## src/hw/rtl/rstab_pkg.sv

```systemverilog
// rstab_pkg: shared constants, codes and control structs for the request slot table.
// Used by rstab_ctrl, rstab_dpath and request_slot_table_core; depends on nothing.
`default_nettype none
package rstab_pkg;

	localparam int TABLE_DEPTH = 16;
	localparam int IDX_W = (TABLE_DEPTH > 1) ? $clog2(TABLE_DEPTH) : 1;
	localparam int CNT_W = $clog2(TABLE_DEPTH + 1);

	localparam int LIMIT_W  = 5;
	localparam int CMD_W    = 2;
	localparam int ID_W     = 32;
	localparam int STATUS_W = 3;
	localparam int SLOT_W   = 4;

	localparam int S_TDATA_W = 40;
	localparam int M_TDATA_W = 8;

	// Command codes; the unused code behaves as a plain lookup
	localparam logic [CMD_W-1:0] CMD_LOOKUP = 2'd0;
	localparam logic [CMD_W-1:0] CMD_CREATE = 2'd1;
	localparam logic [CMD_W-1:0] CMD_DROP   = 2'd2;

	localparam logic [STATUS_W-1:0] ST_HIT       = 3'd0;
	localparam logic [STATUS_W-1:0] ST_CREATED   = 3'd1;
	localparam logic [STATUS_W-1:0] ST_MISS      = 3'd2;
	localparam logic [STATUS_W-1:0] ST_FULL      = 3'd3;
	localparam logic [STATUS_W-1:0] ST_DROPPED   = 3'd4;
	localparam logic [STATUS_W-1:0] ST_DROP_MISS = 3'd5;

	typedef struct packed {
		logic load;
		logic step;
		logic finish;
	} dp_cmd_t;

	typedef struct packed {
		logic done;
		logic out_free;
	} dp_stat_t;

	// Low bits of a slot number as carried on the result beat
	function automatic logic [SLOT_W-1:0] slot_out(input logic [IDX_W-1:0] idx);
		logic [IDX_W+SLOT_W-1:0] wide;
		wide = {{SLOT_W{1'b0}}, idx};
		return wide[SLOT_W-1:0];
	endfunction

	// Usable slots for lookups and creates: the limit when it is nonzero and below the depth
	function automatic logic [CNT_W-1:0] scan_cap(input logic [LIMIT_W-1:0] limit);
		logic [CNT_W-1:0] cap;
		cap = CNT_W'(TABLE_DEPTH);
		if (limit != '0 && 32'(limit) < 32'(TABLE_DEPTH)) begin
			cap = CNT_W'(limit);
		end
		return cap;
	endfunction

endpackage
`default_nettype wire

```

## src/hw/rtl/rstab_ctrl.sv

```systemverilog
// rstab_ctrl: sequencer for the request slot table: accept, scan, finish.
// Depends on rstab_pkg; drives rstab_dpath through dp_cmd_t and reads dp_stat_t.
`default_nettype none
module rstab_ctrl
	import rstab_pkg::*;
(
	input  wire logic     clk,
	input  wire logic     arst_n,
	input  wire logic     s_tvalid,
	output logic          s_tready,
	input  wire dp_stat_t stat,
	output dp_cmd_t       cmd
);

	typedef enum logic [1:0] {
		S_IDLE = 2'b01,
		S_SCAN = 2'b10
	} state_t;

	state_t state_q;
	state_t state_d;

	always_comb begin
		state_d    = state_q;
		cmd        = '0;
		s_tready   = 1'b0;
		unique case (state_q)
			S_IDLE: begin
				s_tready = 1'b1;
				if (s_tvalid) begin
					cmd.load = 1'b1;
					state_d  = S_SCAN;
				end
			end
			S_SCAN: begin
				if (!stat.done) begin
					cmd.step = 1'b1;
				end else if (stat.out_free) begin
					// hold the scan at its final slot until the result register drains
					cmd.finish = 1'b1;
					state_d    = S_IDLE;
				end
			end
			default: begin
				state_d = S_IDLE;
			end
		endcase
	end

	always_ff @(posedge clk or negedge arst_n) begin
		if (!arst_n) begin
			state_q <= S_IDLE;
		end else begin
			state_q <= state_d;
		end
	end

	a_load_idle: assert property (@(posedge clk) disable iff (!arst_n)
		cmd.load |-> state_q == S_IDLE)
		else $error("load issued outside idle");

	a_finish_ok: assert property (@(posedge clk) disable iff (!arst_n)
		cmd.finish |-> (stat.done && stat.out_free))
		else $error("finish without a free result register");

	a_scan_stays: assert property (@(posedge clk) disable iff (!arst_n)
		(state_q == S_SCAN && !stat.done) |=> state_q == S_SCAN)
		else $error("scan left before completion");

endmodule
`default_nettype wire

```

## src/hw/rtl/rstab_dpath.sv

```systemverilog
// rstab_dpath: slot storage, scan counter, one identifier comparator and result register.
// Depends on rstab_pkg; sequenced by rstab_ctrl.
`default_nettype none
module rstab_dpath
	import rstab_pkg::*;
(
	input  wire logic                 clk,
	input  wire logic                 arst_n,
	input  wire logic [S_TDATA_W-1:0] s_tdata,
	output logic                      m_tvalid,
	input  wire logic                 m_tready,
	output logic      [M_TDATA_W-1:0] m_tdata,
	input  wire logic                 cfg_we,
	input  wire logic   [LIMIT_W-1:0] cfg_wdata,
	input  wire dp_cmd_t              cmd,
	output dp_stat_t                  stat
);

	logic [LIMIT_W-1:0]     limit_q;
	logic [CMD_W-1:0]       cmd_q;
	logic [ID_W-1:0]        id_q;
	logic [IDX_W-1:0]       idx_q;
	logic [IDX_W-1:0]       free_q;
	logic                   have_free_q;
	logic [TABLE_DEPTH-1:0] slot_valid_q;
	logic [ID_W-1:0]        slot_ident_q [TABLE_DEPTH];
	logic                   out_valid_q;
	logic [STATUS_W-1:0]    out_status_q;
	logic [SLOT_W-1:0]      out_slot_q;

	logic                   is_drop;
	logic [CNT_W-1:0]       scan_end;
	logic                   cur_valid;
	logic                   hit;
	logic                   last;
	logic                   free_any;
	logic [IDX_W-1:0]       free_idx;
	logic                   do_create;
	logic [STATUS_W-1:0]    res_status;
	logic [SLOT_W-1:0]      res_slot;

	assign is_drop   = (cmd_q == CMD_DROP);
	assign scan_end  = is_drop ? CNT_W'(TABLE_DEPTH) : scan_cap(limit_q);
	assign cur_valid = slot_valid_q[idx_q];
	assign hit       = cur_valid && (slot_ident_q[idx_q] == id_q);
	assign last      = (CNT_W'(idx_q) == (scan_end - CNT_W'(1)));

	// first free slot seen so far, counting the slot under the comparator
	assign free_any = have_free_q || !cur_valid;
	assign free_idx = have_free_q ? free_q : idx_q;

	always_comb begin
		do_create  = 1'b0;
		res_slot   = '0;
		if (is_drop) begin
			res_status = hit ? ST_DROPPED : ST_DROP_MISS;
			if (hit) begin
				res_slot = slot_out(idx_q);
			end
		end else if (hit) begin
			res_status = ST_HIT;
			res_slot   = slot_out(idx_q);
		end else if (cmd_q != CMD_CREATE) begin
			res_status = ST_MISS;
		end else if (free_any) begin
			res_status = ST_CREATED;
			res_slot   = slot_out(free_idx);
			do_create  = 1'b1;
		end else begin
			res_status = ST_FULL;
		end
	end

	assign stat.done     = hit || last;
	assign stat.out_free = !out_valid_q || m_tready;

	always_ff @(posedge clk or negedge arst_n) begin
		if (!arst_n) begin
			limit_q      <= '0;
			idx_q        <= '0;
			have_free_q  <= 1'b0;
			slot_valid_q <= '0;
			out_valid_q  <= 1'b0;
		end else begin
			if (cfg_we) begin
				limit_q <= cfg_wdata;
			end
			if (cmd.load) begin
				idx_q       <= '0;
				have_free_q <= 1'b0;
			end else if (cmd.step) begin
				idx_q <= idx_q + IDX_W'(1);
				if (!cur_valid) begin
					have_free_q <= 1'b1;
				end
			end
			if (cmd.finish) begin
				if (is_drop && hit) begin
					slot_valid_q[idx_q] <= 1'b0;
				end else if (do_create) begin
					slot_valid_q[free_idx] <= 1'b1;
				end
				out_valid_q <= 1'b1;
			end else if (m_tready) begin
				out_valid_q <= 1'b0;
			end
		end
	end

	// payload registers: no reset
	always_ff @(posedge clk) begin
		if (cmd.load) begin
			cmd_q <= s_tdata[CMD_W-1:0];
			id_q  <= s_tdata[CMD_W+ID_W-1:CMD_W];
		end
		if (cmd.step && !have_free_q && !cur_valid) begin
			free_q <= idx_q;
		end
		if (cmd.finish) begin
			out_status_q <= res_status;
			out_slot_q   <= res_slot;
			if (do_create) begin
				slot_ident_q[free_idx] <= id_q;
			end
		end
	end

	assign m_tvalid = out_valid_q;
	assign m_tdata  = {{(M_TDATA_W - STATUS_W - SLOT_W){1'b0}}, out_slot_q, out_status_q};

	a_create_sets: assert property (@(posedge clk) disable iff (!arst_n)
		(cmd.finish && do_create) |=> slot_valid_q[$past(free_idx)])
		else $error("created slot not marked valid");

	a_drop_clears: assert property (@(posedge clk) disable iff (!arst_n)
		(cmd.finish && is_drop && hit) |=> !slot_valid_q[$past(idx_q)])
		else $error("dropped slot still valid");

	a_no_overwrite: assert property (@(posedge clk) disable iff (!arst_n)
		(out_valid_q && !m_tready) |-> !cmd.finish)
		else $error("result register overwritten while stalled");

endmodule
`default_nettype wire

```

## src/hw/rtl/request_slot_table_core.sv

```systemverilog
// request_slot_table_core: top level of the request slot table.
// Depends on rstab_pkg, rstab_ctrl and rstab_dpath.
//
// Usage:
//   Commands arrive as beats on s_tvalid/s_tready/s_tdata; each produces exactly
//   one result beat on m_tvalid/m_tready/m_tdata. cfg_we/cfg_wdata write the
//   in-flight limit; write it only while no command is in progress.
//   A lookup or create scans slots 0..cap-1, a drop scans all 16 slots, with one
//   identifier comparator visiting one slot per cycle. A command visits slots up
//   to the first match or the end of its range; the result is registered when
//   the scan ends, and the next beat is taken only once the block is back idle,
//   so a new command is not accepted before the last one is finished.
//   s_tready is high only while no command is being scanned. A finished result
//   waits in the output register; the next command is accepted and scanned
//   meanwhile, and its last scan step holds until the output register drains.
//   Reset clears all valid marks, the limit and the output valid flag at once;
//   there is no clearing pass.
`default_nettype none
module request_slot_table_core
	import rstab_pkg::*;
(
	input  wire logic                 clk,
	input  wire logic                 arst_n,
	input  wire logic                 s_tvalid,
	output logic                      s_tready,
	input  wire logic [S_TDATA_W-1:0] s_tdata,   // [1:0] cmd, [33:2] request_id, rest zero
	output logic                      m_tvalid,
	input  wire logic                 m_tready,
	output logic      [M_TDATA_W-1:0] m_tdata,   // [2:0] status, [6:3] slot_index, [7] zero
	input  wire logic                 cfg_we,
	input  wire logic   [LIMIT_W-1:0] cfg_wdata  // inflight_limit
);

	dp_cmd_t  dp_cmd;
	dp_stat_t dp_stat;

	rstab_ctrl u_ctrl (
		.clk      (clk),
		.arst_n   (arst_n),
		.s_tvalid (s_tvalid),
		.s_tready (s_tready),
		.stat     (dp_stat),
		.cmd      (dp_cmd)
	);

	rstab_dpath u_dpath (
		.clk       (clk),
		.arst_n    (arst_n),
		.s_tdata   (s_tdata),
		.m_tvalid  (m_tvalid),
		.m_tready  (m_tready),
		.m_tdata   (m_tdata),
		.cfg_we    (cfg_we),
		.cfg_wdata (cfg_wdata),
		.cmd       (dp_cmd),
		.stat      (dp_stat)
	);

endmodule
`default_nettype wire

```

## config.mk

```make
export PLATFORM = sky130hd
export DESIGN_NAME = request_slot_table_core
export DESIGN_NICKNAME = d
export VERILOG_FILES = /design/src/hw/rtl/rstab_pkg.sv /design/src/hw/rtl/rstab_ctrl.sv /design/src/hw/rtl/rstab_dpath.sv /design/src/hw/rtl/request_slot_table_core.sv
export SDC_FILE = /design/constraint.sdc
export NUM_CORES = 1
export LEC_CHECK = 0
export BUFFER_PORTS_ARGS = -buffer_cell sky130_fd_sc_hd__clkbuf_2
export CAP_MARGIN = 20
export CORE_ASPECT_RATIO = 1.25
export CORE_MARGIN = 5
export CORE_UTILIZATION = 66
export CTS_CLUSTER_DIAMETER = 150
export DETAILED_ROUTE_END_ITERATION = 10
export PLACE_DENSITY = 0.85
export SYNTH_ARGS = -nofsm -noshare
export SYNTH_HDL_FRONTEND = slang
export SYNTH_SLANG_ARGS = --single-unit
```

## constraint.sdc

```tcl
create_clock -name clk -period 10.43 [get_ports clk]
set_input_delay 2.086 -clock clk [delete_from_list [all_inputs] [get_ports clk]]
set_output_delay 2.086 -clock clk [all_outputs]
set_load 0.01 [all_outputs]
```

# Word-level counts from Yosys, hierarchy flattened
# Memories as Yosys holds them, arrays and structs flattened.
# Cells that the tools add are included.
# totals
regBits	74
mem_bits_rw	512
out_inout_bits	10
elab_cells	98
memories	1
# mem_list
name	words	width	rd	rd_ports_with_merged_regs	wr	line	source
u_dpath.slot_ident_q	16	32	1	0	1	rstab_dpath.sv:26	logic [ID_W-1:0] slot_ident_q [TABLE_DEPTH];
# op_classes
addsub	2
magnitude_cmp	5
n_eq_ne	10
muxes	46
bitwise_logic	3
reduce_logical	20
# op_table
operator	n
$eq A32 B32 Y1	1
$mux W16	2
$mux W4	8
$mux W1	22
$and A16 B16 Y16	1
$not A16 Y16	1
$or A16 B16 Y16	1
$lt A4 B5 Y1 const B	2
$mux W2	5
$mux W5	2
$mux W3	3
$demux W1 S4	2
$ge A4 B1 Y1 const B	2
$logic_and A1 B1 Y1	7
$ne A2 B2 Y1 const B	3
$reduce_bool A2 Y1	3
$eq A4 B5 Y1	1
$lt A5 B5 Y1 const B	1
$reduce_bool A5 Y1	1
$sub A5 B1 Y5 const B	1
$add A4 B1 Y4 const B	1
$bmux W1 S4	1
$eq A2 B2 Y1 const B	2
$ne A2 B1 Y1 const B	2
other kinds (6)	11

# Depth between registers and ports, before layout
# Gate-level depths: netlist of run 1.
# logic_depth
ltp_word	11
depth_mapped	16
ltp_nobuf	12

# By module
# A second synthesis of run 1 with hierarchy kept.
# hier_totals
hier_cells	1206
area_unflattened_um2	23691.5
# by_module_without_submodules
mod	instances	cells_per_inst	area_per_inst_um2
rstab_dpath	1	1195	23591.4
rstab_ctrl	1	11	100.1

# Worst setup path after synthesis of run 1
# Ideal clock, no wire load.
# synth_path
path_type	input -> register
from	input port m_tready
to	memory u_dpath.slot_ident_q[10][0], enable pin
arrival_time_ns	5.845
setup_slack_ns	4.083
stages	4
path_buffers	1
path_cell_list	nand2b_1 -> nand4b_1 -> clkbuf_1 -> nor4_1
# synth_between
elab_chain_len	6
# synth_rtl
item	line	source
start, declared	request_slot_table_core.sv:28	input wire logic m_tready,
$logic_or A1 B1 Y1	rstab_dpath.sv:75	assign stat.out_free = !out_valid_q || m_tready;
$mux W1	rstab_ctrl.sv:38	end else if (stat.out_free) begin
$mux W1	rstab_ctrl.sv:36	if (!stat.done) begin
$mux W2	rstab_ctrl.sv:27	unique case (state_q)
$mux W1	rstab_dpath.sv:119	if (cmd.finish) begin
$mux W1 (not written as such)	rstab_dpath.sv:123	slot_ident_q[free_idx] <= id_q;
end, declared	rstab_dpath.sv:26	
# No other way between the ends.

# Final worst setup path of run 1
# layout_path
from	register u_dpath.idx_q[0]
to	memory u_dpath.slot_ident_q[15][26], enable pin
# layout_between
elab_chain_len	11
word_cells_on_any_way	19
# layout_rtl
item	line	source
start, declared	rstab_dpath.sv:22	logic [IDX_W-1:0] idx_q;
start signal, assigned	rstab_dpath.sv:92	idx_q <= idx_q + IDX_W'(1);
branches (longest 11 deep; another with $mem_v2 Z16 W32)	--	
# Several ways; the timed one is not identified. The select of a mux whose other input is x is not followed.

==> run_results.csv, run 1 <==
group,metric,value,unit
floorplan,die_h,221.5,µm
detailed_routing,dr.first_iter.drc_count,1922,
clock_network,post_cts_buffers,0,
cells_and_area,drive_gt1_frac,0.2331,
grt,first_global_vias,12480,
timing,finalCriticalPeriod,6.041,ns
floorplan,core-area,0.03536,mm²
synth,ys_seq_area_frac,0.7391,
timing,hold_ws,0.4967,ns
synth,synth_top_area_frac,0.7083,
power_and_ir_drop,ir_worst_vdd,0.1221,mV
clock_network,clkTransAtPathRegs,0.06,ns
floorplan,ios,60,
worst_setup_path,crit_arrival,6.28,ns
synth,synth_top_family_by_area,"multiplexers",
floorplan,die_area,0.03969,mm²
synth,synth_xor_area_frac,0.01521,
timing,finClkSkew,0.02049,ns
clock_network,insertion_delay,0.58,ns
detailed_routing,via_per_inst,6.802,
synth,synth_fa_ha_area_frac,0.002649,
synth,syn_avg_cell_area,19.34,µm²
synth,synthCells,1221,
place,placed_cell_area,0.02450,mm²
grt,antenna_found_initial,0,
grt,grt_use_total,0.2648,
detailed_routing,drtPass1Iterations,6,
timing,timing.slew.headroom,0.2826,
clock_network,cts_tree,"yes",
place,gp_congestion,0.8478,
worst_setup_path,rr_endpoint,"u_dpath.slot_ident_q[15][26]",
min_path,hold_class,"flop to flop",
grt,grt_pass1_wl,77550,µm
synth,synth_area_leaders,"edfxtp_1 71%, mux4_2 10%, mux2i_1 3.6%",
min_path,min-delay-start,"u_dpath.slot_valid_q[4]",
timing,setup_violations,0,
worst_setup_path,cp_max_fo,47,
place,io_buffers,52,
flow_run,maxCapViolations,0,
place,pre_cts_slack,4.390,ns
worst_setup_path,cp-start-kind,"flop",
clock_network,htreeDepth,2,
power_and_ir_drop,cellPowerDensity,217.5,mW/mm²
synth,synth-compound-area-share,0.03751,
floorplan,die_w,179.2,µm
floorplan,initial_core_util,0.6679,
clock_network,hold_buffers,0,
worst_setup_path,cp_data_required_time,10.67,ns
worst_setup_path,setup.worst_path.class,"flop to flop",
grt,grt_max_degree,53,
grt,grt_overflow,0,
power_and_ir_drop,p_total,5676,µW
synth,synth_edf_count,557,
status,status,"complete, no violations",
timing,min_period_over_period,0.5792,
min_path,min_to,"u_dpath.slot_valid_q[4]",
clock_network,ctsResizeCount,0,
worst_setup_path,worstReg2RegStart,"u_dpath.idx_q[0]",
cells_and_area,nets,1366,
detailed_routing,ant_nets,0,
synth,syn_nets,1276,
cells_and_area,diodes,0,
cells_and_area,syn_to_final_growth,10.54,%
worst_setup_path,r2r_slack,4.39,ns
synth,yosysWarnings,0,
synth,ys_types,70,
timing,tns,0,ns
cells_and_area,stdcell_area,0.02610,mm²
detailed_routing,routed_wl,51970,µm
cells_and_area,nFillCells,1937,
synth,ys_ff_latch,586,
synth,synth-simple-area-share,0.04159,
timing,drv_slew,0,
synth,synth_top_flop_cell,"edfxtp_1",
synth,synth_area,0.02361,mm²
worst_setup_path,r2r_cells,10,
synth,synthArstFlopShare,0.04949,
timing,worstMarginPinSlew,1.074,ns
detailed_routing,drc_errors,0,
detailed_routing,num_vias,12390,
clock_network,cts_num_sinks,586,
synth,yosysTopAreaCell,"edfxtp_1",
clock_network,cts_made_buffers,53,
timing,setup_slack,4.389,ns
synth,muxShareOfSynthArea,0.1453,
clock_network,clock_path_buffers,3,
timing,fmax,0.1655,GHz
timing,rsz0062_at_grt,"false",
timing,hold_viol,0,
synth,yosysMostFrequentCell,"edfxtp_1",
detailed_routing,routedWlPerCell,28.54,µm
clock_network,cts_root_buf,"clkbuf_16",
floorplan,fp-row-count,77,
synth,synth_common_cells,"557 x edfxtp_1, 108 x mux4_2, 84 x mux2i_1",
place,hpwl,28470,µm
power_and_ir_drop,leakagePower,0.008529,µW
worst_setup_path,critPathCaptureType,"flop",
min_path,hold_path_depth,2,
## flip-flops by register name (all words and copies together) (netlist names), 2 cells and up
name                  count
u_dpath.cmd_q             2
u_dpath.idx_q             4
u_dpath.slot_valid_q     16
u_dpath.slot_ident_q    512
u_dpath.out_slot_q        4
u_dpath.limit_q           5
u_dpath.out_status_q      3
u_dpath.id_q             32
u_ctrl.state_q            2
u_dpath.free_q            4
## logic make-up after synthesis
| family | after synthesis |
|---|---|
| flip-flops | 586 |
| AND/OR/NAND/NOR | 195 |
| other | 1 |
| adder cells (fa/ha/maj) | 5 |
| multiplexers | 206 |
| XOR/XNOR | 41 |
| AO/OA/AOI/OAI | 112 |
| buffers and inverters | 75 |
## per-layer routing
metal | global-route usage | vias to the layer above | part of all wire
met3 | 0.04729 | 165 | 0.090
met4 | 0.09710 | 0 | 0.042
met5 | 0 | - | 0
met1 | 0.3622 | 6271 | 0.36
met2 | 0.4352 | 775 | 0.51
li1 | - | 5175 | -
## power by group
part / switching, µW / total [µW] / internal [µW]
sequential: 182 / 2900 / 2720
combinational: 525 / 972 / 447
clock: 800 / 1810 / 1010
## how the worst max path moves through the flow
stage / from / end / cells past startpoint
after global routing: u_dpath.idx_q[0] / u_dpath.slot_ident_q[15][22] / 10
after global placement: u_dpath.idx_q[0] / u_dpath.slot_ident_q[6][29] / 10
after floorplan: m_tready / u_dpath.slot_ident_q[10][0] / 4
after detailed placement: u_dpath.idx_q[0] / u_dpath.slot_ident_q[7][24] / 10
after CTS: u_dpath.idx_q[0] / u_dpath.slot_ident_q[15][29] / 10
final: u_dpath.idx_q[0] / u_dpath.slot_ident_q[15][26] / 10
## final cells by class
type	instances	area, µm²	area share
timing repair buffer	93	580.6	0.02224
tap	474	593.1	0.02272
clock inverter	25	205.2	0.007861
clock buffer	66	1375	0.05268
multi-input combinational	560	5824	0.2231
inverter	17	63.81	0.002445
sequential	586	17460	0.6689
## metrics by stage
step           std cells  utilization
2_1_floorplan       1221            -
3_3_place_gp        1729       0.6930
3_5_place_dp        1729       0.6930
4_1_cts             1820       0.7377
5_1_grt             1821       0.7382
6_report            1821       0.7382
## cells in the final DEF, fill, tap and decap left out, types with 25 or more instances in the layout
cell / netlist / final
edfxtp_1: 557 / 557
mux4_2: 108 / 108
mux2i_1: 84 / 84
nand2_1: 72 / 72
clkbuf_16: 0 / 53
clkbuf_2: 0 / 52
buf_4: 9 / 40
xnor2_1: 28 / 28
dfrtp_1: 28 / 26
a22oi_1: 25 / 25
## worst max-delay path, cell delays in order (launching register included)
cell and delay, ns:
dfrtp_4 1.05, buf_4 0.80, mux4_2 0.61, mux2i_1 0.29, xnor2_1 0.11, or4_1 0.64
a2111oi_2 0.44, o2111ai_1 0.25, nor3_4 0.91, nor4_2 0.14, buf_4 0.39
(Power assumes the default switching activity.)
==> run 2, diff against run 1 <==
--- a/config.mk
+++ b/config.mk
@@ -9,10 +9,10 @@
 export CAP_MARGIN = 20
 export CORE_ASPECT_RATIO = 1.25
 export CORE_MARGIN = 5
-export CORE_UTILIZATION = 66
+export CORE_UTILIZATION = 62
 export CTS_CLUSTER_DIAMETER = 150
 export DETAILED_ROUTE_END_ITERATION = 10
-export PLACE_DENSITY = 0.85
+export PLACE_DENSITY = 0.8
 export SYNTH_ARGS = -nofsm -noshare
 export SYNTH_HDL_FRONTEND = slang
 export SYNTH_SLANG_ARGS = --single-unit
==> constraint.sdc (replaced) <==
create_clock -name clk -period 6 [get_ports clk]
set_input_delay 1.2 -clock clk [delete_from_list [all_inputs] [get_ports clk]]
set_output_delay 1.2 -clock clk [all_outputs]
set_load 0.01 [all_outputs]
==> run_results.csv, run 2 (same netlist as run 1, synthesis figures left out) <==
group,metric,value,unit
worst_setup_path,setup.worst_path.class,"flop to flop",
worst_setup_path,rr_endpoint,"u_dpath.slot_ident_q[14][1]",
cells_and_area,biggestRegsByFlops,"u_dpath.slot_ident_q: 512 flops, u_dpath.id_q: 32 flops, u_dpath.slot_valid_q: 16 flops",
clock_network,insertion_delay,0.59,ns
worst_setup_path,r2r_slack,0.76,ns
power_and_ir_drop,leakagePower,0.008755,µW
timing,finalCriticalPeriod,5.240,ns
power_and_ir_drop,p_seq_frac,0.495,
power_and_ir_drop,internal-power,7519,µW
worst_setup_path,crit_arrival,5.53,ns
timing,fmax,0.1909,GHz
power_and_ir_drop,ir_worst_vdd,0.3676,mV
cells_and_area,regMostFlops,"u_dpath.slot_ident_q",
cells_and_area,diodes,0,
worst_setup_path,worstReg2RegStart,"u_dpath.idx_q[0]",
clock_network,cts_root_buf,"clkbuf_16",
floorplan,die_area,0.04211,mm²
power_and_ir_drop,p_sw_frac,0.2657,
clock_network,clkTransAtPathRegs,0.06,ns
grt,grt_max_degree,56,
clock_network,post_cts_buffers,0,
worst_setup_path,cp-start-kind,"flop",
timing,hold_ws,0.4936,ns
power_and_ir_drop,p_comb_frac,0.168,
detailed_routing,routed_wl,52730,µm
grt,first_global_vias,12510,
min_path,hold_path_depth,2,
power_and_ir_drop,power_frac_clock,0.337,
cells_and_area,final_common_cell,"edfxtp_1",
floorplan,core-area,0.03794,mm²
timing,timing.slew.headroom,0.3064,
grt,grt_use_total,0.2524,
place,gp_congestion,0.9099,
cells_and_area,final_cell_mix,"557 x edfxtp_1, 108 x mux4_2, 84 x mux2i_1",
clock_network,cts_num_sinks,586,
timing,hold_viol,0,
power_and_ir_drop,power.switching,2720,µW
timing,rsz0062_at_grt,"false",
detailed_routing,drtPass1Iterations,5,
power_and_ir_drop,p_total,10240,µW
timing,finClkSkew,0.02295,ns
floorplan,fp-row-count,80,
detailed_routing,num_vias,12420,
grt,grt_overflow,0,
clock_network,cts_tree,"yes",
place,pre_cts_slack,0.7638,ns
min_path,hold_class,"flop to flop",
min_path,min-delay-start,"u_dpath.slot_valid_q[11]",
worst_setup_path,critPathCaptureType,"flop",
worst_setup_path,cp_max_fo,46,
grt,antenna_found_initial,0,
cells_and_area,drive_gt1_frac,0.2582,
min_path,min_to,"u_dpath.slot_valid_q[11]",
clock_network,hold_buffers,0,
timing,min_period_over_period,0.8733,
worst_setup_path,r2r_cells,12,
worst_setup_path,cp_data_required_time,6.29,ns
cells_and_area,largest_register_ffs,512,
cells_and_area,nets,1388,
timing,setup_slack,0.7605,ns
clock_network,clock_path_buffers,3,
floorplan,ios,60,
grt,grt_pass1_wl,78840,µm
flow_run,maxCapViolations,0,
timing,drv_slew,0,
place,io_buffers,52,
detailed_routing,drc_errors,0,
detailed_routing,ant_nets,0,
detailed_routing,routedWlPerCell,28.18,µm
clock_network,htreeDepth,2,
floorplan,die_w,184.6,µm
detailed_routing,via_per_inst,6.638,
worst_setup_path,crit_start,"u_dpath.idx_q[0]",
floorplan,die_h,228.2,µm
place,hpwl,29820,µm
floorplan,initial_core_util,0.6225,
timing,tns,0,ns
cells_and_area,syn_to_final_growth,12.45,%
status,status,"complete, no violations",
timing,setup_violations,0,
power_and_ir_drop,cellPowerDensity,385.6,mW/mm²
detailed_routing,dr.first_iter.drc_count,1535,
clock_network,cts_made_buffers,54,
clock_network,ctsResizeCount,0,
timing,worstMarginPinSlew,1.040,ns
-- run 2: worst max-delay path by stage --
stage / slack, ns / endpoint / cells after the start
after floorplan: -0.28 / u_dpath.slot_ident_q[10][0] / 11
after global placement: 0.95 / u_dpath.slot_ident_q[14][12] / 11
after detailed placement: 0.76 / u_dpath.slot_ident_q[14][23] / 12
after CTS: 0.79 / u_dpath.slot_ident_q[14][21] / 12
after global routing: 0.33 / u_dpath.slot_ident_q[14][6] / 12
final: 0.76 / u_dpath.slot_ident_q[14][1] / 12
-- run 2: worst max-delay path: stages, from the launching register on --
cell       delay, ns
dfrtp_4         1.07
buf_4           0.37
mux4_2          0.53
mux2i_1         0.18
xnor2_1         0.11
a2111oi_2       0.39
nor2_1          0.12
a2111oi_2       0.52
o2111ai_1       0.28
nor3_4          0.58
buf_4           0.32
nor4_2          0.09
buf_4           0.34
-- run 2: area by class of cell --
cell class                      count  area, µm²
Multi-Input combinational cell    560       5824
Clock buffer                       64       1429
Tap cell                          492      615.6
Inverter                           17      63.81
Fill cell                        2165      11380
Clock inverter                     38      372.9
Timing Repair Buffer              114      788.3
Sequential cell                   586      17460
-- run 2: metrics by stage --
stage / instance area (µm²) / util / std cells
2_1_floorplan: 23610 / - / 1221
3_3_place_gp: 24730 / 0.6519 / 1768
3_5_place_dp: 24730 / 0.6519 / 1768
4_1_cts: 26530 / 0.6994 / 1870
5_1_grt: 26550 / 0.7000 / 1871
6_report: 26550 / 0.7000 / 1871
-- run 2: per-layer routing --
metal / global-route usage / up-vias / share of wire
met1: 0.3410 / 6309 / 0.37
met4: 0.08507 / 0 / 0.038
met3: 0.03585 / 153 / 0.080
met5: 0 / - / 0
li1: - / 5239 / -
met2: 0.4282 / 719 / 0.52
-- run 2: power groups by stage --
stage	clock [µW]	combinational (µW)	sequential (µW)
2_1_floorplan	0	1380	4940
3_3_place_gp	0	1660	5130
3_5_place_dp	0	1690	5150
4_1_cts	3500	1710	5070
5_1_grt	3680	1830	5100
6_report	3450	1720	5070
==> run 3, diff against run 2 <==
--- a/config.mk
+++ b/config.mk
@@ -13,6 +13,7 @@
 export CTS_CLUSTER_DIAMETER = 150
 export DETAILED_ROUTE_END_ITERATION = 10
 export PLACE_DENSITY = 0.8
+export SKIP_CTS_REPAIR_TIMING = 1
 export SYNTH_ARGS = -nofsm -noshare
 export SYNTH_HDL_FRONTEND = slang
 export SYNTH_SLANG_ARGS = --single-unit
==> constraint.sdc (replaced) <==
create_clock -name clk -period 6 [get_ports clk]
set_input_delay 0.3 -clock clk [delete_from_list [all_inputs] [get_ports clk]]
set_output_delay 0.3 -clock clk [all_outputs]
set_load 0.01 [all_outputs]
==> run_results.csv, run 3 (same netlist as run 1, synthesis figures left out) <==
group,metric,value,unit
floorplan,die_h,228.2,µm
worst_setup_path,cp_max_fo,36,
status,status,"complete, no violations",
grt,antenna_found_initial,0,
timing,setup_slack,0.9107,ns
power_and_ir_drop,power.switching,2715,µW
worst_setup_path,rr_endpoint,"u_dpath.slot_ident_q[10][20]",
worst_setup_path,cp_data_required_time,6.25,ns
floorplan,initial_core_util,0.6225,
min_path,hold_class,"input port to flop",
place,hpwl,29360,µm
timing,drv_slew,0,
timing,min_period_over_period,0.8482,
clock_network,cts_made_buffers,55,
timing,finClkSkew,0.01937,ns
cells_and_area,regArea,0.01746,mm²
timing,setup_violations,0,
cells_and_area,biggestRegsByFlops,"u_dpath.slot_ident_q: 512 flops, u_dpath.id_q: 32 flops, u_dpath.slot_valid_q: 16 flops",
detailed_routing,drc_errors,0,
clock_network,htreeDepth,2,
worst_setup_path,crit_start,"u_dpath.idx_q[0]",
flow_run,maxCapViolations,0,
power_and_ir_drop,internal-power,7493,µW
worst_setup_path,cp-start-kind,"flop",
grt,first_global_vias,12890,
cells_and_area,syn_to_final_growth,13.74,%
timing,hold_ws,0.06752,ns
timing,worstMarginPinSlew,1.069,ns
floorplan,ios,60,
floorplan,core-area,0.03794,mm²
power_and_ir_drop,leakagePower,0.008868,µW
worst_setup_path,endpoint,"u_dpath.slot_ident_q[10][20]",
floorplan,fp-row-count,80,
power_and_ir_drop,p_comb_frac,0.171,
clock_network,clkTransAtPathRegs,0.07,ns
power_and_ir_drop,power_frac_clock,0.334,
grt,grt_overflow,0,
cells_and_area,nFillCells,2194,
clock_network,insertion_delay,0.59,ns
detailed_routing,num_vias,12570,
clock_network,cts_root_buf,"clkbuf_16",
worst_setup_path,r2r_slack,0.91,ns
timing,hold_viol,0,
grt,grt_use_total,0.2571,
cells_and_area,nets,1421,
place,gp_congestion,0.8921,
detailed_routing,ant_nets,0,
cells_and_area,final_cell_mix,"557 x edfxtp_1, 108 x mux4_2, 84 x mux2i_1",
clock_network,cts_tree,"yes",
cells_and_area,largest_register_ffs,512,
place,pre_cts_slack,0.9651,ns
cells_and_area,final_util,0.7080,
detailed_routing,via_per_inst,6.604,
timing,fmax,0.1965,GHz
worst_setup_path,r2r_cells,12,
grt,grt_pass1_wl,79960,µm
grt,grt_max_degree,48,
floorplan,die_area,0.04211,mm²
cells_and_area,drive_gt1_frac,0.2388,
cells_and_area,multi_input_area,0.005824,mm²
detailed_routing,routedWlPerCell,28.35,µm
detailed_routing,dr.first_iter.drc_count,1651,
worst_setup_path,critPathCaptureType,"flop",
cells_and_area,final_common_cell,"edfxtp_1",
timing,timing.slew.headroom,0.2862,
timing,finalCriticalPeriod,5.089,ns
power_and_ir_drop,p_sw_frac,0.2660,
cells_and_area,diodes,0,
worst_setup_path,worstReg2RegStart,"u_dpath.idx_q[0]",
clock_network,clock_path_buffers,3,
timing,rsz0062_at_grt,"false",
detailed_routing,routed_wl,53960,µm
power_and_ir_drop,ir_worst_vdd,0.2738,mV
worst_setup_path,crit_arrival,5.34,ns
cells_and_area,finalNonFillerCells,1903,
detailed_routing,drtPass1Iterations,7,
place,dp.cells,1760,
power_and_ir_drop,cellPowerDensity,380.1,mW/mm²
worst_setup_path,setup.worst_path.class,"flop to flop",
cells_and_area,regMostFlops,"u_dpath.slot_ident_q",
clock_network,cts_num_sinks,586,
place,io_buffers,52,
power_and_ir_drop,p_seq_frac,0.495,
floorplan,die_w,184.6,µm
-- run 3: changes by cell type in the layout (fill, tap and decap cells not counted), sizes merged --
cell / delta
dlygate4sd3: +40
buf: -8
clkinvlp: -5
clkbuf: +4
clkinv: +2
bufinv: -1
-- run 3: how the worst min path moves through the flow --
stage	startpoint	end	slack [ns]	cells after the start
after floorplan	arst_n	u_ctrl.state_q[1]	0.004	0
after global placement	arst_n	u_dpath.limit_q[1]	0.38	1
final	cfg_we	u_dpath.limit_q[1]	0.07	2
after CTS	arst_n	u_dpath.limit_q[1]	-0.22	1
after global routing	cfg_we	u_dpath.limit_q[1]	0.07	2
after detailed placement	arst_n	u_dpath.limit_q[1]	0.40	1
-- run 3: area by class of cell --
| type | instances | share of cell area |
|---|---|---|
| sequential | 586 | 0.6501 |
| multi-input combinational | 560 | 0.2169 |
| clock buffer | 68 | 0.05423 |
| timing repair buffer | 146 | 0.04202 |
| tap | 492 | 0.02292 |
| clock inverter | 34 | 0.01151 |
| inverter | 17 | 0.002376 |
-- run 3: metrics by stage --
step	cell area [µm²]	total power [µW]	TNS, ns
floorplan	23610	6321	-137.72
global placement	24670	6770	0
detailed placement	24670	6827	0
CTS	26440	10220	0
global route	26860	10590	0
finish	26860	10210	0
-- run 3: worst max-delay path, cell delays in order, from the launching register on --
cell       delay (ns)
dfrtp_4          0.93
buf_12           0.33
mux4_2           0.55
mux2i_1          0.18
xnor2_1          0.10
nor4_1           0.32
a21oi_1          0.16
a2111oi_2        0.51
o2111ai_1        0.26
nor3_4           0.58
buf_4            0.30
nor4_2           0.07
buf_4            0.38
-- run 3: power groups by stage --
| stage | sequential [µW] | combinational, µW | clock, µW |
|---|---|---|---|
| final | 5050 | 1750 | 3410 |
| after global routing | 5080 | 1860 | 3650 |
| after CTS | 5050 | 1720 | 3450 |
| after detailed placement | 5140 | 1690 | 0 |
| after global placement | 5110 | 1660 | 0 |
| after floorplan | 4940 | 1380 | 0 |
-- run 3: metal layers --
layer | up-vias | wire length [µm] | GRT usage
met3 | 151 | 4467 | 0.04047
met5 | - | 0 | 0
met1 | 6410 | 19180 | 0.3382
met2 | 711 | 27790 | 0.4313
li1 | 5295 | - | -
met4 | 0 | 2525 | 0.1093
